<file path="config.mk">
export PLATFORM = sky130hd
export DESIGN_NAME = flg_regs
export DESIGN_NICKNAME = d
export VERILOG_FILES = /design/src/sv/flg_pkg.sv /design/src/sv/flg_regs.sv
export SDC_FILE = /design/constraint.sdc
export NUM_CORES = 1
export LEC_CHECK = 0
export BUFFER_PORTS_ARGS = -buffer_cell sky130_fd_sc_hd__buf_2
export CAP_MARGIN = 0
export CELL_PAD_IN_SITES_DETAIL_PLACEMENT = 0
export CELL_PAD_IN_SITES_GLOBAL_PLACEMENT = 1
export CORE_ASPECT_RATIO = 0.9
export CORE_UTILIZATION = 38
export DETAILED_ROUTE_END_ITERATION = 10
export GPL_ROUTABILITY_DRIVEN = 0
export MAX_ROUTING_LAYER = met4
export PLACE_DENSITY_LB_ADDON = 0.25
export SETUP_SLACK_MARGIN = 0.5
export SYNTH_ARGS = -nofsm -noshare
export SYNTH_HDL_FRONTEND = slang
export SYNTH_SLANG_ARGS = --single-unit
</file>
<file path="constraint.sdc">
create_clock -name aclk -period 2.1 [get_ports aclk]
set_input_delay 0.63 -clock aclk [delete_from_list [all_inputs] [get_ports aclk]]
set_output_delay 0.63 -clock aclk [all_outputs]
set_load 0.02 [all_outputs]
</file>
<file path="src/sv/flg_pkg.sv">
`default_nettype none

package flg_pkg;

    localparam int LINE_FRAMES_DEF = 4096;

    // item queue between front and back
    localparam int QDEPTH = 2;
    localparam int QPW    = $clog2(QDEPTH);
    localparam int QCW    = $clog2(QDEPTH + 1);

    localparam int ADDR_W = 5;

    // sample_format bit positions
    localparam int FMT_UNSIGNED_BIT = 0;
    localparam int FMT_EIGHT_BIT    = 1;

    localparam logic [14:0] WET_MIX_DRY_MAX = 15'd328;

    localparam logic [27:0]        MIN_DELAY_RST  = 28'd65536;
    localparam logic [27:0]        SWEEP_SPAN_RST = 28'd0;
    localparam logic [31:0]        PHASE_STEP_RST = 32'd0;
    localparam logic signed [15:0] FEEDBACK_RST   = 16'sd16383;
    localparam logic [14:0]        WET_MIX_RST    = 15'd16383;
    localparam logic               INVERT_RST     = 1'b0;
    localparam logic [1:0]         FORMAT_RST     = 2'd0;

    typedef enum logic [2:0] {
        REG_MIN_DELAY  = 3'd0,
        REG_SWEEP_SPAN = 3'd1,
        REG_PHASE_STEP = 3'd2,
        REG_FEEDBACK   = 3'd3,
        REG_WET_MIX    = 3'd4,
        REG_INVERT     = 3'd5,
        REG_FORMAT     = 3'd6
    } flg_reg_t;

    typedef struct packed {
        logic [27:0]        min_delay_q16;
        logic [27:0]        sweep_span_q16;
        logic [31:0]        phase_step;
        logic signed [15:0] feedback_gain;
        logic [14:0]        wet_mix;
        logic               invert_wet;
        logic [1:0]         sample_format;
    } flg_cfg_t;

    typedef struct packed {
        logic               channel;
        logic signed [15:0] dry;
    } flg_item_t;

    typedef struct packed {
        logic             valid;
        logic [QCW-1:0]   count;
    } flg_q_stat_t;

    typedef struct packed {
        logic pop;
        logic clearing;
    } flg_back_stat_t;

endpackage

`default_nettype wire

</file>
<file path="src/sv/flg_regs.sv">
`default_nettype none

module flg_regs
    import flg_pkg::*;
(
    input  wire logic              aclk,
    input  wire logic              aresetn,
    input  wire logic              psel,
    input  wire logic              penable,
    input  wire logic              pwrite,
    input  wire logic [ADDR_W-1:0] paddr,
    input  wire logic [31:0]       pwdata,
    output logic      [31:0]       prdata,
    output logic                   pready,
    output flg_cfg_t               cfg
);

    flg_cfg_t cfg_reg;
    flg_reg_t idx;
    logic     wr_en;

    assign idx    = flg_reg_t'(paddr[ADDR_W-1:2]);
    assign wr_en  = psel && penable && pwrite;
    assign pready = 1'b1;
    assign cfg    = cfg_reg;

    always_ff @(posedge aclk) begin
        if (!aresetn) begin
            cfg_reg.min_delay_q16  <= MIN_DELAY_RST;
            cfg_reg.sweep_span_q16 <= SWEEP_SPAN_RST;
            cfg_reg.phase_step     <= PHASE_STEP_RST;
            cfg_reg.feedback_gain  <= FEEDBACK_RST;
            cfg_reg.wet_mix        <= WET_MIX_RST;
            cfg_reg.invert_wet     <= INVERT_RST;
            cfg_reg.sample_format  <= FORMAT_RST;
        end else if (wr_en) begin
            unique case (idx)
                REG_MIN_DELAY:  cfg_reg.min_delay_q16  <= pwdata[27:0];
                REG_SWEEP_SPAN: cfg_reg.sweep_span_q16 <= pwdata[27:0];
                REG_PHASE_STEP: cfg_reg.phase_step     <= pwdata;
                REG_FEEDBACK:   cfg_reg.feedback_gain  <= $signed(pwdata[15:0]);
                REG_WET_MIX:    cfg_reg.wet_mix        <= pwdata[14:0];
                REG_INVERT:     cfg_reg.invert_wet     <= pwdata[0];
                REG_FORMAT:     cfg_reg.sample_format  <= pwdata[1:0];
                default: ;
            endcase
        end
    end

    always_comb begin
        unique case (idx)
            REG_MIN_DELAY:  prdata = {4'h0, cfg_reg.min_delay_q16};
            REG_SWEEP_SPAN: prdata = {4'h0, cfg_reg.sweep_span_q16};
            REG_PHASE_STEP: prdata = cfg_reg.phase_step;
            REG_FEEDBACK:   prdata = {16'h0000, cfg_reg.feedback_gain};
            REG_WET_MIX:    prdata = {17'h00000, cfg_reg.wet_mix};
            REG_INVERT:     prdata = {31'h0, cfg_reg.invert_wet};
            REG_FORMAT:     prdata = {30'h0, cfg_reg.sample_format};
            default:        prdata = 32'h0;
        endcase
    end

endmodule

`default_nettype wire

</file>
* Word level (Yosys, flattened, before mapping)
Cells that the tools add are included.
Storage, ports and cells: bits in registers 122, output and inout port bits 155, word-level logic and storage cells 24
Operators by class: equality and inequality tests 6, mux-type cells 1, reduce and logical (&&, ||, !) cells 10
Operators by type and width (number):
- $pmux W32 S7 | 1
- $reduce_and A2 Y1 | 7
- $eq A3 B3 Y1 const B | 3
- $eq A3 B2 Y1 const B | 2
- $eq A3 B1 Y1 const B | 1
- $logic_not A3 Y1 | 1
- $logic_and A1 B1 Y1 | 2

* Logic depth before layout (Yosys ltp)
word-level depth 3, mapped depth 6, mapped depth without buffers 3

* Worst setup path after synthesis
No wires, ideal clock.
path type input to output, start point input port paddr[4], end point output port prdata[28], arrival 1710 ps, required time 1470 ps, path slack -240 ps, cell stages on the path 4, buffers on the path 2, path through nand2b_1 buf_2 buf_2 nor3b_1
On the way: word-level cells in the longest chain between the ends 2, elaborated cells on any way between the ends 8, classes of those cells eq/ne (6); mux (1); reduce/logical (1)
Ends and longest elaborated chain:
- from (decl) | RTL line flg_regs.sv:11 | input wire logic [ADDR_W-1:0] paddr,
- $eq A3 B3 Y1, or another cell as far along | RTL line flg_regs.sv:51 | unique case (idx)
- $pmux W32 S7 * | RTL line flg_regs.sv:51
- to (decl) | RTL line flg_regs.sv:13 | output logic [31:0] prdata,
Every way passes the cells marked *; elsewhere a longest branch is shown, timed or not.

* Worst setup path after layout
start point input port paddr[3], end point output port prdata[12]
Same word-level chain as after synthesis.

==> qor.txt <==
status: finished, violations left
violated checks: negative setup slack
initial antenna violation count: 0
compound-gate portion of the synthesized area: 4.73%
Largest register FFs: 122
Core Region: 14700 um2
first-pass GRT wire length: 27900 um
flops & latches, synth: 122
clock share of power: 47.2%
critical path peak fanout: 6
largest family of logic cells by synthesized area: multiplexers
final setup margin: -0.141 ns
worst path required time: 1.47 ns
Die Area: 15600 um2
Initial DRC Count: 206
worst slack, placed: -0.286 ns
Final Max Slew Viols: 0
r2r endpoint: cfg[9]
CTS Buf Count: 17
net switching power: 0.00138 W
num rows: 42
layout net count: 842
vias in the first global route: 5176
Final ANT Viol Nets: 0
synth warn: 0
Die W: 132 um
Cell variety after synth: 34
CP startpoint kind: input port
PwrDens: 632 nW/um2
Mapped Cells: 582
setup violators final: 32
Peak supply drop: 0.000542 V
critical path class: in2out
register area share after synthesis: 42.5%
clock slew at reported path FFs: 0.06 ns
Switching Share: 24.1%
maxcap violations: 0
Highest Clock Rate: 446 MHz
initial core utilization: 39.0%
pin count of the biggest net entering global routing: 51
worst path arrival time: 1.61 ns
r2r startpoint: cfg[9]
part of the power in combinational logic: 11.8%
Synth Area in XOR/XNOR: 0%
clk_lat worst skew: 0.41 ns
Post-Syn Area: 5750 um2
port buffer count: 193
worst hold-check path type: in2reg
critical path endpoint category: output port
wire per inst: 18.2 um
Reg2Reg Setup Slack: 1.40 ns
cell area after layout: 9060 um2
P_int: 0.00435 W
Die Y-Extent: 119 um
CTS max path bufs: 2
wirelength, routed: 18400 um
Initial DRT Pass Iterations: 4
Area after DPL: 7580 um2
vias post-DR: 5029
aggregate global routing overflow: 0
Leakage: 3.72 nW
vias per cell: 4.98
root buf cell: clkbuf_16
Adder-Cell Fraction of Synth Area: 0%
Yosys top cell by area: dfxtp_1
Yosys top cell area share: 42.5%
Reg power frac: 41.0%
ANT cells: 0
top post-synthesis cells by area: dfxtp_1 (43%), mux2i_1 (28%), nand2_1 (9.0%)
hold depth: 3
DRC Markers: 0
Worst Skew: 0 ns
H-tree lvl count: 4
RSZ-0062 raised after global routing: yes
post-synthesis mux area share: 29.2%
period utilization: 107%
hold_sp: pwdata[31]
Min-Delay Endpoint: cfg[65]
worst reg2reg path depth: 2
# clock sinks: 122
simple-gate share of the synthesized area: 18.2%
Period minus WS final: 2.24 ns
DP HPWL: 12300 um
total global-route track usage: 23.9%
Synth-to-Final Area Change: 57.8%
layout cell share with drive strength beyond 1: 54.2%
CTS tree: yes
IO Pins: 197
Hold Fails Final Rpt: 0
Avg Cell Area, Syn: 9.87 um2
syn nets: 624
power groups by stage:
stage / Clock, W / Sequential (W) / Combinational, W
floorplan: 0 / 0.00242 / 0.000371
global placement: 0 / 0.00240 / 0.000560
detailed placement: 0 / 0.00240 / 0.000570
CTS: 0.00276 / 0.00235 / 0.000653
global route: 0.00288 / 0.00235 / 0.000713
finish: 0.00271 / 0.00235 / 0.000674
cells in the mapped netlist:
library cell and count:
nor2_8 3, a31oi_1 1, o221ai_1 12, nor2_1 12, nor2_4 1, inv_1 1
mux2_2 3, buf_2 7, buf_6 9, or2_1 1, o22ai_1 1, or2_2 1
nand4_4 1, nand2_1 138, o2bb2ai_1 1, mux2i_1 162, o311ai_0 1, dfxtp_1 122
conb_1 1, buf_4 7, nor3b_1 6, a2bb2oi_1 13, nand4b_4 1, o21ai_0 3
nand2b_1 1, mux4_2 1, nor2b_1 45, and3_1 1, nand3b_1 1, o21a_1 1
buf_1 1, clkbuf_1 20, buf_8 2, and4b_1 1
worst max-delay path by stage:
| stage | from | end | cells after the start |
|---|---|---|---|
| after global routing | paddr[3] | prdata[13] | 8 |
| after floorplan | paddr[2] | prdata[11] | 5 |
| after global placement | paddr[3] | prdata[9] | 5 |
| after CTS | paddr[3] | prdata[12] | 8 |
| after detailed placement | paddr[3] | prdata[9] | 7 |
| final | paddr[3] | prdata[12] | 8 |
worst max-delay path, stage by stage:
cell and delay, ns:
buf_12 0.11, buf_6 0.11, nor3b_4 0.17, buf_6 0.15
buf_12 0.14, nand2_2 0.07, o221ai_4 0.06, buf_6 0.14
cell families after synthesis:
kind of cell / Yosys count
AOI/OAI and AO/OA: 33
muxes: 166
buffers and inverters: 47
DFF: 122
other: 1
and+or+nand+nor: 213
placed cells by master (no fill, tap or decap), types with 12 or more instances in the layout:
master / instances
dfxtp_1: 40
nand2_1: 127
mux2i_2: 17
buf_6: 25
buf_12: 19
clkbuf_16: 20
nor2b_1: 43
dfxtp_2: 79
nor2_2: 12
buf_4: 137
mux2i_1: 138
buf_2: 55
what timing repair did:
| action | CTS | global route |
|---|---|---|
| pin swaps | 12 | 5 |
| setup endpoints to repair | 92 | 143 |
| gates resized for setup | 169 | 123 |
| gates cloned | 4 | 3 |
| buffers inserted | 5 | 1 |
| hold buffers | 0 | 0 |
routing by layer:
metal / vias to the layer above / part of all wire, % / GRT usage (%)
met3: 18 / 3.9 / 5.58
met2: 127 / 49 / 38.1
met1: 2440 / 46 / 30.1
li1: 2444 / - / -
met5: - / 0 / -
met4: 0 / 1.3 / 7.19
area by class of cell:
| type | count | area (um2) |
|---|---|---|
| tap | 198 | 248 |
| fill | 1245 | 5650 |
| timing repair buffer | 245 | 2180 |
| inverter | 1 | 3.75 |
| multi-input combinational | 413 | 3530 |
| clock buffer | 22 | 474 |
| clock inverter | 9 | 72.6 |
| sequential | 122 | 2550 |
through the flow:
step / power [W] / util (%) / std cells / hold WS [ns] / setup TNS, ns
6_report: 0.00573 / 61.6 / 1010 / 0.456 / -3.29
3_5_place_dp: 0.00297 / 51.5 / 966 / 0.463 / -7.55
4_1_cts: 0.00576 / 59.2 / 1006 / 0.448 / -3.12
5_1_grt: 0.00594 / 61.6 / 1010 / 0.452 / -5.06
2_1_floorplan: 0.00279 / - / 582 / 0.542 / -0.0923
3_3_place_gp: 0.00296 / 51.5 / 966 / 0.454 / -7.74
(Power assumes the default switching activity.)
