[src/sv/flg_pkg.sv]
`default_nettype none

package flg_pkg;

    localparam int LINE_FRAMES_DEF = 4096;

    // item queue between front and back
    localparam int QDEPTH = 2;
    localparam int QPW    = $clog2(QDEPTH);
    localparam int QCW    = $clog2(QDEPTH + 1);

    localparam int ADDR_W = 5;

    // sample_format bit positions
    localparam int FMT_UNSIGNED_BIT = 0;
    localparam int FMT_EIGHT_BIT    = 1;

    localparam logic [14:0] WET_MIX_DRY_MAX = 15'd328;

    localparam logic [27:0]        MIN_DELAY_RST  = 28'd65536;
    localparam logic [27:0]        SWEEP_SPAN_RST = 28'd0;
    localparam logic [31:0]        PHASE_STEP_RST = 32'd0;
    localparam logic signed [15:0] FEEDBACK_RST   = 16'sd16383;
    localparam logic [14:0]        WET_MIX_RST    = 15'd16383;
    localparam logic               INVERT_RST     = 1'b0;
    localparam logic [1:0]         FORMAT_RST     = 2'd0;

    typedef enum logic [2:0] {
        REG_MIN_DELAY  = 3'd0,
        REG_SWEEP_SPAN = 3'd1,
        REG_PHASE_STEP = 3'd2,
        REG_FEEDBACK   = 3'd3,
        REG_WET_MIX    = 3'd4,
        REG_INVERT     = 3'd5,
        REG_FORMAT     = 3'd6
    } flg_reg_t;

    typedef struct packed {
        logic [27:0]        min_delay_q16;
        logic [27:0]        sweep_span_q16;
        logic [31:0]        phase_step;
        logic signed [15:0] feedback_gain;
        logic [14:0]        wet_mix;
        logic               invert_wet;
        logic [1:0]         sample_format;
    } flg_cfg_t;

    typedef struct packed {
        logic               channel;
        logic signed [15:0] dry;
    } flg_item_t;

    typedef struct packed {
        logic             valid;
        logic [QCW-1:0]   count;
    } flg_q_stat_t;

    typedef struct packed {
        logic pop;
        logic clearing;
    } flg_back_stat_t;

endpackage

`default_nettype wire

[src/sv/flg_front.sv]
`default_nettype none

module flg_front
    import flg_pkg::*;
(
    input  wire logic           aclk,
    input  wire logic           aresetn,
    input  wire logic           s_tvalid,
    output logic                s_tready,
    input  wire logic [15:0]    s_tdata,    // in_sample
    input  wire logic           s_tuser,    // channel_sel
    input  wire logic [1:0]     sample_format,
    input  wire flg_back_stat_t bstat,
    output flg_item_t           item,
    output flg_q_stat_t         qstat
);

    flg_item_t          q_reg [QDEPTH];
    logic [QPW-1:0]     wr_ptr_reg;
    logic [QPW-1:0]     rd_ptr_reg;
    logic [QCW-1:0]     count_reg;
    logic [QCW-1:0]     count_next;
    logic               push;
    logic               pop;
    logic               unsig;
    logic [7:0]         byte_in;
    logic [15:0]        word_in;
    flg_item_t          conv;

    assign unsig = sample_format[FMT_UNSIGNED_BIT];

    // offset-convert unsigned formats, sign-extend 8-bit ones
    always_comb begin
        byte_in      = s_tdata[7:0] ^ {unsig, 7'b0};
        word_in      = s_tdata ^ {unsig, 15'b0};
        conv.channel = s_tuser;
        if (sample_format[FMT_EIGHT_BIT]) begin
            conv.dry = $signed({{8{byte_in[7]}}, byte_in});
        end else begin
            conv.dry = $signed(word_in);
        end
    end

    assign s_tready = (count_reg != QCW'(QDEPTH)) && !bstat.clearing;
    assign push     = s_tvalid && s_tready;
    assign pop      = bstat.pop;

    always_comb begin
        count_next = count_reg;
        if (push && !pop) begin
            count_next = count_reg + 1'b1;
        end else if (pop && !push) begin
            count_next = count_reg - 1'b1;
        end
    end

    always_ff @(posedge aclk) begin
        if (!aresetn) begin
            wr_ptr_reg <= '0;
            rd_ptr_reg <= '0;
            count_reg  <= '0;
        end else begin
            count_reg <= count_next;
            if (push) begin
                wr_ptr_reg <= (wr_ptr_reg == QPW'(QDEPTH - 1)) ? '0 : wr_ptr_reg + 1'b1;
            end
            if (pop) begin
                rd_ptr_reg <= (rd_ptr_reg == QPW'(QDEPTH - 1)) ? '0 : rd_ptr_reg + 1'b1;
            end
        end
    end

    always_ff @(posedge aclk) begin
        if (push) begin
            q_reg[wr_ptr_reg] <= conv;
        end
    end

    assign item        = q_reg[rd_ptr_reg];
    assign qstat.valid = (count_reg != '0);
    assign qstat.count = count_reg;

endmodule

`default_nettype wire

[config.mk]
export PLATFORM = sky130hd
export DESIGN_NAME = flg_front
export DESIGN_NICKNAME = d
export VERILOG_FILES = /design/src/sv/flg_pkg.sv /design/src/sv/flg_front.sv
export SDC_FILE = /design/constraint.sdc
export NUM_CORES = 1
export LEC_CHECK = 0
export ABC_AREA = 1
export BUFFER_PORTS_ARGS = -buffer_cell sky130_fd_sc_hd__clkbuf_2
export CORE_ASPECT_RATIO = 0.75
export CORE_MARGIN = 4
export CORE_UTILIZATION = 55
export DETAILED_ROUTE_END_ITERATION = 8
export PLACE_DENSITY = 0.92
export SYNTH_ARGS = -nofsm -noshare
export SYNTH_HDL_FRONTEND = slang
export SYNTH_SLANG_ARGS = --single-unit
[constraint.sdc]
create_clock -name aclk -period 5.1 [get_ports aclk]
set_input_delay 0.255 -clock aclk [delete_from_list [all_inputs] [get_ports aclk]]
set_output_delay 0.255 -clock aclk [all_outputs]
set_load 0.01 [all_outputs]
-- Word level (Yosys, flattened, before mapping)
Memory sizes are Yosys's and may differ from the RTL's. A register that Yosys moved wholly into a read port is not among the register bits.
Index checks and enable logic that the tools add are counted.
- equal/unequal tests: 1
- bitwise gates (word level): 2
- muxes and demuxes: 9
- reductions and logical operators: 9
- add/sub/neg operators: 4
- operators with widths (operator ; count):
    $mux W16 ; 1
    $xor A16 B16 Y16 ; 1
    $xor A8 B8 Y8 ; 1
    $mux W1 ; 6
    $logic_and A1 B1 Y1 ; 4
    $mux W2 ; 2
    $reduce_bool A2 Y1 ; 2
    $logic_not A1 Y1 ; 3
    $add A1 B1 Y1 const B ; 2
    $add A2 B1 Y2 const B ; 1
    $ne A2 B2 Y1 const B ; 1
    $sub A2 B1 Y2 const B ; 1
- flip-flop bits (word level): 4
- output and inout port bits: 21
- logic and storage cells: 29
- memories kept: 1
- memory bits (writable): 34
- input port bits: 24
- memories (memory ; depth ; bits a word ; read ports ; clocked after memory_dff ; wr ports ; line ; source):
    q_reg ; 2 ; 17 ; 1 ; 1 ; 1 ; flg_front.sv:18 ; flg_item_t q_reg [QDEPTH];

-- Longest topological paths before layout
Gate-level depths: netlist (run 1).
- depth after elaboration: 7
- gate-level depth with buffers: 11
- mapped depth without buffers: 11

-- Least setup slack after synthesis (run 1)
No wires, ideal clock.
- kind: flip-flop to flip-flop
- start: register count_reg[0]
- end: memory q_reg[0][0] (netlist bit), enable pin
- cell stages (with the launch flop): 5
- setup slack: 3301 ps
- period minus slack after synthesis: 1799 ps
- setup time: 390 ps
- path buffers: 0
- required time: 4710 ps
- arrival: 1409 ps
- path through: dfxtp_1 > inv_1 > nand2_1 > nand3_1 > nor2_1
- word-level cells in the longest chain between the ends: 5
- ends and longest elaborated chain (element ; line ; source):
    start, declared ; flg_front.sv:21 ; logic [QCW-1:0] count_reg;
    start signal, assigned ; flg_front.sv:63 ; count_reg <= count_next;
    $ne A2 B2 Y1 ; flg_front.sv:44 ; assign s_tready = (count_reg != QCW'(QDEPTH)) && !bstat.clearing;
    $logic_and A1 B1 Y1 ; flg_front.sv:44 ;
    $logic_and A1 B1 Y1 ; flg_front.sv:45 ; assign push = s_tvalid && s_tready;
    $mux W1 ; flg_front.sv:74 ; if (push) begin
    $mux W1 (not written as such) ; flg_front.sv:75 ; q_reg[wr_ptr_reg] <= conv;
    end, declared ; flg_front.sv:18 ;
Every way passes these cells.

==> metrics.txt, run 1 <==
# TYPE chip_impl_metric gauge
chip_impl_metric{name="num-fill-cells",unit=""} 171
chip_impl_metric{name="number_of_global_route_vias_before_repair",unit=""} 1019
chip_impl_metric{name="largest_register_ff_count",unit=""} 34
chip_impl_metric{name="holdWs",unit="ns"} 0.155
chip_impl_metric{name="wire_per_inst",unit="um"} 14.9
chip_impl_metric{name="ff2ff_path_depth",unit=""} 4
chip_impl_info{name="hold_start",value="s_tdata[3]"} 1
chip_impl_metric{name="worst_ir_drop_vdd",unit="mV"} 0.271
chip_impl_metric{name="drt_pre_antenna_iters",unit=""} 4
chip_impl_metric{name="fmax",unit="MHz"} 492
chip_impl_info{name="synth_top_family_by_area",value="multiplexers"} 1
chip_impl_metric{name="first_pass_grt_wire_length",unit="um"} 4730
chip_impl_info{name="setup_cp_type",value="reg -> out"} 1
chip_impl_metric{name="synth_top_cell_area_share",unit=""} 0.625
chip_impl_metric{name="synthAdderAreaFrac",unit=""} 0.00766
chip_impl_metric{name="drv.max_cap_violation_count",unit=""} 0
chip_impl_info{name="worstSetupStartpointType",value="flip-flop"} 1
chip_impl_metric{name="design.core.area",unit="um2"} 2720
chip_impl_metric{name="yosys-mux-area-fraction",unit=""} 0.140
chip_impl_metric{name="final.setup_skew",unit="ns"} 0.00474
chip_impl_metric{name="synth_compound_gate_area_share",unit=""} 0.0368
chip_impl_metric{name="timing.critical_path.fanout_max",unit=""} 17
chip_impl_metric{name="postLayoutCoreUtil",unit=""} 0.736
chip_impl_metric{name="buffer_ports.inserted",unit=""} 44
chip_impl_metric{name="gp_congestion",unit=""} 0.751
chip_impl_info{name="critPathCaptureType",value="primary output"} 1
chip_impl_metric{name="wl",unit="um"} 2980
chip_impl_metric{name="postCtsSetupBuffers",unit=""} 0
chip_impl_metric{name="avgSynthCellArea",unit="um2"} 14.3
chip_impl_metric{name="syn2layout_area_growth",unit="%"} 22.6
chip_impl_metric{name="die_width",unit="um"} 70.9
chip_impl_metric{name="floorplan.die.height",unit="um"} 55.2
chip_impl_metric{name="io_pins",unit=""} 45
chip_impl_metric{name="met2_length",unit="um"} 1500
chip_impl_metric{name="worstPathRequired",unit="ns"} 4.85
chip_impl_metric{name="synth_enable_flop_cells",unit=""} 34
chip_impl_metric{name="ys.warnings.count",unit=""} 0
chip_impl_metric{name="switchingPower",unit="mW"} 0.159
chip_impl_info{name="status",value="finished clean"} 1
chip_impl_metric{name="finish.net_count",unit=""} 188
chip_impl_metric{name="power.static_leakage",unit="nW"} 0.888
chip_impl_metric{name="power_frac_clock",unit=""} 0.391
chip_impl_metric{name="final_hold_viol_count",unit=""} 0
chip_impl_metric{name="syn_nets",unit=""} 139
chip_impl_metric{name="rrSetupSlack",unit="ns"} 3.49
chip_impl_info{name="yosys.cell_count.top_type",value="edfxtp_1"} 1
chip_impl_metric{name="final_max_slew_viol_count",unit=""} 0
chip_impl_metric{name="grt_antenna_before_repair",unit=""} 0
chip_impl_info{name="clockRootBuffer",value="clkbuf_8"} 1
chip_impl_metric{name="htreeDepth",unit=""} 2
chip_impl_info{name="cts_tree",value="built"} 1
chip_impl_metric{name="total_negative_setup_slack",unit="ns"} 0
chip_impl_info{name="synth.cells.most_frequent",value="edfxtp_1 (34), inv_1 (19), nand2_1 (11)"} 1
chip_impl_metric{name="tritoncts_num_sinks",unit=""} 39
chip_impl_metric{name="post_synth_and_or_nand_nor_area_fraction",unit=""} 0.0528
chip_impl_metric{name="worst-slew-pin-transition",unit="ns"} 0.939
chip_impl_metric{name="post_route_cells_drive_above_1_share",unit=""} 0.421
chip_impl_metric{name="intPower",unit="mW"} 0.603
chip_impl_info{name="reg2reg_from",value="count_reg[0]$_SDFFE_PN0P_"} 1
chip_impl_metric{name="layout_min_cycle_time",unit="ns"} 2.03
chip_impl_metric{name="gr-total-overflow",unit=""} 0
chip_impl_metric{name="dp_hpwl",unit="um"} 2070
chip_impl_metric{name="period_share",unit=""} 0.398
chip_impl_metric{name="num_rows",unit=""} 16
chip_impl_metric{name="detail_route.wirelength.met1",unit="um"} 1140
chip_impl_metric{name="fp.dieArea",unit="um2"} 3920
chip_impl_info{name="top_layer_used",value="met4"} 1
chip_impl_metric{name="worst_setup_hold_path_clk_slew",unit="ns"} 0.07
chip_impl_info{name="rsz0062_at_grt",value="no"} 1
chip_impl_metric{name="postSynthRegisterBits",unit=""} 39
chip_impl_metric{name="synth_xor_area_frac",unit=""} 0.0107
chip_impl_metric{name="part_of_the_power_in_registers",unit=""} 0.495
chip_impl_metric{name="number_of_antenna_diodes",unit=""} 0
chip_impl_metric{name="synth.distinct_cells",unit=""} 17
chip_impl_metric{name="grt_use_total",unit=""} 0.164
chip_impl_metric{name="comb_power_share",unit=""} 0.114
chip_impl_metric{name="grt_max_degree",unit=""} 18
chip_impl_metric{name="cts_resized",unit=""} 0
chip_impl_metric{name="drtAntennaViolNets",unit=""} 0
chip_impl_metric{name="cts-hold-fix-buffers",unit=""} 0
chip_impl_info{name="synth-main-ff-cell",value="edfxtp_1"} 1
chip_impl_metric{name="cp.arrival",unit="ns"} 1.78
chip_impl_metric{name="detailroute.via_count",unit=""} 1025
chip_impl_info{name="worst_r2r_end",value="q_reg[1][4]$_DFFE_PP_"} 1
chip_impl_metric{name="synth.cell_area",unit="um2"} 1630
chip_impl_info{name="hold_path_end",value="q_reg[0][3]$_DFFE_PP_"} 1
chip_impl_metric{name="postSynthCellCount",unit=""} 114
chip_impl_info{name="largest_area_contributor_in_the_synthesized_netlist",value="edfxtp_1"} 1
chip_impl_metric{name="finalSetupViolCount",unit=""} 0
chip_impl_metric{name="asyncSetResetFlopFracSynth",unit=""} 0
chip_impl_metric{name="hold_depth",unit=""} 1
chip_impl_metric{name="detail_route.iter0.violations",unit=""} 55
chip_impl_metric{name="drt-vias-per-instance",unit=""} 5.13
chip_impl_metric{name="maxSlewHeadroom",unit=""} 0.373
chip_impl_metric{name="cts_inserted_buffers",unit=""} 5
chip_impl_metric{name="ys_seq_area_frac",unit=""} 0.686
chip_impl_metric{name="worst_skew_pair.late_latency",unit="ns"} 0.29
chip_impl_metric{name="power.share.switching",unit=""} 0.209
chip_impl_metric{name="power_density",unit="nW/um2"} 381
chip_impl_info{name="worstHoldPathType",value="in -> reg"} 1
chip_impl_metric{name="initial_utilization",unit=""} 0.600
chip_impl_info{name="post_synth_main_area_contributors",value="edfxtp_1 (62%), mux2_4 (9.2%), dfxtp_1 (6.1%)"} 1
chip_impl_metric{name="route.detailed.drc",unit=""} 0
chip_impl_metric{name="clock_tree.buffer_depth",unit=""} 2
chip_impl_metric{name="wl_met3",unit="um"} 212
worst max-delay path: stages, from the launching register on:
cell,delay (ns)
dfxtp_1,0.94
mux2_2,0.42
clkbuf_2,0.13
layout by cell type (no fill, tap or decap), types with 2 or more instances in the layout:
cell,count
clkbuf_2,44
edfxtp_1,34
inv_1,19
nand2_1,11
o21ai_0,10
mux2_4,10
mux2_2,7
nor2_1,6
dfxtp_1,5
clkbuf_8,5
nand3_1,2
a21oi_1,2
nand4_1,2
bufinv_16,2
routing by layer:
metal,track usage,up-vias
met4,0.107,0
met2,0.263,47
met1,0.181,476
met5,0,-
li1,-,491
met3,0.0616,11
worst max path at each step:
stage / start / end / slack (ns) / depth (start not counted)
floorplan: count_reg[0]$_SDFFE_PN0P_ / q_reg[0][0]$_DFFE_PP_ / 3.30 / 4
global placement: flip-flop / item[1] / 3.41 / 2
detailed placement: flip-flop / item[1] / 3.37 / 2
CTS: flip-flop / item[1] / 3.03 / 2
global route: flip-flop / item[7] / 2.95 / 2
finish: flip-flop / item[1] / 3.07 / 2
power by group through the flow:
| stage | clock (mW) | combinational [mW] | sequential [mW] |
|---|---|---|---|
| floorplan | 0 | 0.0583 | 0.379 |
| global placement | 0 | 0.0824 | 0.383 |
| detailed placement | 0 | 0.0867 | 0.384 |
| CTS | 0.303 | 0.0874 | 0.377 |
| global route | 0.321 | 0.0956 | 0.379 |
| finish | 0.298 | 0.0869 | 0.377 |
through the flow:
stage / std cells / worst slack (ns) / cell area [um2] / power, mW
detailed placement: 192 / 3.37 / 1870 / 0.471
global route: 200 / 2.95 / 2000 / 0.796
global placement: 192 / 3.41 / 1870 / 0.465
finish: 200 / 3.07 / 2000 / 0.762
floorplan: 114 / 3.30 / 1630 / 0.437
CTS: 200 / 3.03 / 2000 / 0.768
cells by family (layout without fill, tap and decap cells):
group,Yosys count,in the layout
simple gates,21,21
flops,39,39
compound gates,12,12
buf+inv,22,72
mux,17,17
fa+ha+maj,1,1
xor+xnor,2,2
cell type report:
type	count	area [um2]	share of cell area
Timing Repair Buffer	45	228	0.114
Multi-Input combinational cell	53	405	0.202
Tap cell	36	45.0	0.0225
Sequential cell	39	1120	0.560
Clock buffer	6	72.6	0.0362
Clock inverter	2	60.1	0.0300
Inverter	19	71.3	0.0356
No activity file was read; power rests on OpenSTA's default activity.
==> run 2, diff against run 1 <==
--- a/config.mk
+++ b/config.mk
@@ -5,13 +5,13 @@
 export SDC_FILE = /design/constraint.sdc
 export NUM_CORES = 1
 export LEC_CHECK = 0
-export ABC_AREA = 1
+export ABC_AREA = 0
 export BUFFER_PORTS_ARGS = -buffer_cell sky130_fd_sc_hd__clkbuf_2
 export CORE_ASPECT_RATIO = 0.75
 export CORE_MARGIN = 4
-export CORE_UTILIZATION = 55
+export CORE_UTILIZATION = 45
 export DETAILED_ROUTE_END_ITERATION = 8
-export PLACE_DENSITY = 0.92
+export PLACE_DENSITY = 0.82
 export SYNTH_ARGS = -nofsm -noshare
 export SYNTH_HDL_FRONTEND = slang
 export SYNTH_SLANG_ARGS = --single-unit
==> constraint.sdc (replaced) <==
create_clock -name aclk -period 1.7 [get_ports aclk]
set_input_delay 0.085 -clock aclk [delete_from_list [all_inputs] [get_ports aclk]]
set_output_delay 0.085 -clock aclk [all_outputs]
set_load 0.01 [all_outputs]
==> metrics.txt, run 2 <==
# TYPE chip_impl_metric gauge
chip_impl_metric{name="timing.critical_path.fanout_max",unit=""} 5
chip_impl_info{name="worstSetupStartpointType",value="flip-flop"} 1
chip_impl_metric{name="rrSetupSlack",unit="ns"} 0.12
chip_impl_info{name="synth.cells.most_frequent",value="edfxtp_1 (34), mux2_2 (17), o21a_1 (7)"} 1
chip_impl_info{name="critical-path-top-delay-family",value="simple AND/OR/NAND/NOR gates"} 1
chip_impl_metric{name="asyncSetResetFlopFracSynth",unit=""} 0
chip_impl_metric{name="timing.critical_path.buf_inv",unit=""} 0
chip_impl_metric{name="largest_register_ff_count",unit=""} 34
chip_impl_metric{name="holdWs",unit="ns"} 0.0901
chip_impl_metric{name="route.detailed.drc",unit=""} 0
chip_impl_metric{name="final.setup_skew",unit="ns"} 0.00426
chip_impl_metric{name="worst-slew-pin-transition",unit="ns"} 0.274
chip_impl_metric{name="grt_use_total",unit=""} 0.139
chip_impl_metric{name="ff2ff_path_depth",unit=""} 5
chip_impl_metric{name="ys_seq_area_frac",unit=""} 0.715
chip_impl_metric{name="max_stage_delay",unit="ns"} 0.35
chip_impl_metric{name="hold_depth",unit=""} 2
chip_impl_metric{name="worst_ir_drop_vdd",unit="mV"} 0.449
chip_impl_info{name="hold_path_end",value="count_reg[0]$_SDFFE_PN0P_"} 1
chip_impl_metric{name="syn_nets",unit=""} 117
chip_impl_metric{name="number_of_global_route_vias_before_repair",unit=""} 1047
chip_impl_info{name="cts_tree",value="built"} 1
chip_impl_metric{name="layout_min_cycle_time",unit="ns"} 1.58
chip_impl_metric{name="power.static_leakage",unit="nW"} 0.811
chip_impl_metric{name="io_pins",unit=""} 45
chip_impl_metric{name="drtAntennaViolNets",unit=""} 0
chip_impl_metric{name="drv.max_cap_violation_count",unit=""} 0
chip_impl_info{name="post_synth_main_area_contributors",value="edfxtp_1 (65%), mux2_2 (12%), dfxtp_1 (6.4%)"} 1
chip_impl_metric{name="avgSynthCellArea",unit="um2"} 17.0
chip_impl_metric{name="total_negative_setup_slack",unit="ns"} 0
chip_impl_metric{name="postSynthCellCount",unit=""} 92
chip_impl_metric{name="fp.dieArea",unit="um2"} 4500
chip_impl_metric{name="tritoncts_num_sinks",unit=""} 39
chip_impl_metric{name="final_max_slew_viol_count",unit=""} 0
chip_impl_metric{name="floorplan.die.height",unit="um"} 59.1
chip_impl_metric{name="cp.arrival",unit="ns"} 1.80
chip_impl_metric{name="fmax",unit="MHz"} 633
chip_impl_metric{name="clock_tree.buffer_depth",unit=""} 2
chip_impl_info{name="most-common-layout-cells",value="clkbuf_2 (44), edfxtp_1 (34), mux2_2 (17), dlygate4sd3_1 (8), o21a_1 (7)"} 1
chip_impl_metric{name="finalSetupViolCount",unit=""} 0
chip_impl_metric{name="post-place-ws",unit="ns"} 0.121
chip_impl_metric{name="period_share",unit=""} 0.929
chip_impl_info{name="worstHoldPathType",value="in -> reg"} 1
chip_impl_metric{name="drt_pre_antenna_iters",unit=""} 4
chip_impl_metric{name="syn2layout_area_growth",unit="%"} 30.6
chip_impl_metric{name="gr-total-overflow",unit=""} 0
chip_impl_metric{name="number_of_antenna_diodes",unit=""} 0
chip_impl_info{name="hold_start",value="aresetn"} 1
chip_impl_metric{name="grt_max_degree",unit=""} 18
chip_impl_info{name="worst_r2r_end",value="count_reg[1]$_SDFFE_PN0P_"} 1
chip_impl_metric{name="maxSlewHeadroom",unit=""} 0.817
chip_impl_info{name="status",value="finished clean"} 1
chip_impl_metric{name="wl",unit="um"} 2910
chip_impl_metric{name="worst_setup_hold_path_clk_slew",unit="ns"} 0.07
chip_impl_info{name="yosys.cell_count.top_type",value="edfxtp_1"} 1
chip_impl_info{name="rsz0062_at_grt",value="no"} 1
chip_impl_metric{name="drt-vias-per-instance",unit=""} 4.81
chip_impl_metric{name="num-fill-cells",unit=""} 257
chip_impl_metric{name="wire_per_inst",unit="um"} 15.0
chip_impl_metric{name="buffer_ports.inserted",unit=""} 44
chip_impl_metric{name="ys.warnings.count",unit=""} 0
chip_impl_info{name="setup_cp_type",value="reg -> reg"} 1
chip_impl_metric{name="num_rows",unit=""} 18
chip_impl_metric{name="grt_antenna_before_repair",unit=""} 0
chip_impl_metric{name="finish.net_count",unit=""} 179
chip_impl_metric{name="htreeDepth",unit=""} 2
chip_impl_metric{name="post_route_cells_drive_above_1_share",unit=""} 0.506
chip_impl_info{name="reg2reg_from",value="count_reg[1]$_SDFFE_PN0P_"} 1
chip_impl_metric{name="worstPathRequired",unit="ns"} 1.92
chip_impl_metric{name="power_density",unit="nW/um2"} 996
chip_impl_metric{name="gp_congestion",unit=""} 0.703
chip_impl_info{name="synth-main-ff-cell",value="edfxtp_1"} 1
chip_impl_metric{name="initial_utilization",unit=""} 0.474
chip_impl_metric{name="synth.cell_area",unit="um2"} 1570
chip_impl_metric{name="first_pass_grt_wire_length",unit="um"} 4770
chip_impl_metric{name="synth.distinct_cells",unit=""} 21
chip_impl_info{name="largest_area_contributor_in_the_synthesized_netlist",value="edfxtp_1"} 1
chip_impl_info{name="crit_path_cell_trace",value="nor2b_2 -> nor3b_2 -> ha_1 -> or3_1 -> a21boi_1"} 1
chip_impl_info{name="final_common_cell",value="clkbuf_2"} 1
chip_impl_metric{name="final_hold_viol_count",unit=""} 0
chip_impl_metric{name="final.setup.worst_slack",unit="ns"} 0.121
chip_impl_metric{name="cts_inserted_buffers",unit=""} 5
chip_impl_metric{name="design.core.area",unit="um2"} 3310
chip_impl_info{name="clockRootBuffer",value="clkbuf_8"} 1
chip_impl_metric{name="detail_route.iter0.violations",unit=""} 58
chip_impl_info{name="critPathCaptureType",value="flip-flop"} 1
chip_impl_metric{name="detailroute.via_count",unit=""} 933
chip_impl_metric{name="die_width",unit="um"} 76.2
chip_impl_metric{name="postSynthRegisterBits",unit=""} 39
chip_impl_metric{name="synth_top_cell_area_share",unit=""} 0.651
chip_impl_info{name="worst_path_max_delay_cell",value="or3_1"} 1
chip_impl_metric{name="worst_skew_pair.late_latency",unit="ns"} 0.28
chip_impl_metric{name="synth_enable_flop_cells",unit=""} 34
[run 2: cell count changes in the layout (fill, tap and decap cells not counted), sizes merged, moves of 3 or more]
| cell | before | now |
|---|---|---|
| and2 | 0 | 4 |
| buf | 1 | 6 |
| dlygate4sd3 | 0 | 8 |
| inv | 19 | 1 |
| nand2 | 11 | 3 |
| nor2 | 6 | 1 |
| o21a | 0 | 7 |
| o21ai | 10 | 1 |
| xnor2 | 1 | 4 |
[run 2: cell type report]
type / instances / area (um2) / share of cell area
multi-input combinational: 49 / 435 / 0.213
clock buffer: 5 / 68.8 / 0.0336
tap: 40 / 50.0 / 0.0244
inverter: 1 / 3.75 / 0.00183
clock inverter: 2 / 8.76 / 0.00428
timing repair buffer: 58 / 358 / 0.175
sequential: 39 / 1120 / 0.548
[run 2: cells by family (layout without fill, tap and decap cells)]
group                      Yosys count  in the layout  synth area share
buffers and inverters                4             66            0.0136
AOI/OAI and AO/OA                    9              9            0.0415
xor gates and xnor gates             6              6            0.0335
and+or+nand+nor                     14             14            0.0535
DFF                                 39             39             0.715
muxes                               19             19             0.135
adders and majority gates            1              1           0.00798
[run 2: worst max-delay path by stage]
stage,startpoint,to,slack [ns],cells after the start
global route,count_reg[1]$_SDFFE_PN0P_,count_reg[1]$_SDFFE_PN0P_,0.03,5
detailed placement,count_reg[1]$_SDFFE_PN0P_,count_reg[1]$_SDFFE_PN0P_,0.12,5
finish,count_reg[1]$_SDFFE_PN0P_,count_reg[1]$_SDFFE_PN0P_,0.12,5
global placement,count_reg[0]$_SDFFE_PN0P_,count_reg[1]$_SDFFE_PN0P_,0.22,5
CTS,count_reg[1]$_SDFFE_PN0P_,count_reg[1]$_SDFFE_PN0P_,0.11,5
floorplan,count_reg[0]$_SDFFE_PN0P_,q_reg[1][0]$_DFFE_PP_,0.03,3
[run 2: power by group]
part / internal (mW) / switching (mW)
Clock: 0.272 / 0.286
Sequential: 1.11 / 0.0265
Combinational: 0.180 / 0.165
Total: 1.56 / 0.477
[run 2: routing by layer]
metal | track usage | part of all wire
met1 | 0.154 | 0.42
met2 | 0.230 | 0.50
met3 | 0.0517 | 0.054
met4 | 0.0923 | 0.030
met5 | 0 | 0
[run 2: through the flow]
stage / utilization / instance area [um2] / power, mW / instances
2_1_floorplan: - / 1580 / 1.34 / 92
3_3_place_gp: 0.570 / 1890 / 1.47 / 179
3_5_place_dp: 0.570 / 1890 / 1.49 / 179
4_1_cts: 0.617 / 2040 / 2.06 / 194
5_1_grt: 0.618 / 2050 / 2.13 / 194
6_report: 0.618 / 2050 / 2.04 / 194
[run 2: timing repair]
item / CTS / global route
resized for setup: 0 / 2
hold buffers: 8 / 0
endpoints found under the setup margin: 0 / 1
setup buffers: 0 / 0
hold endpoints to repair: 16 / 0
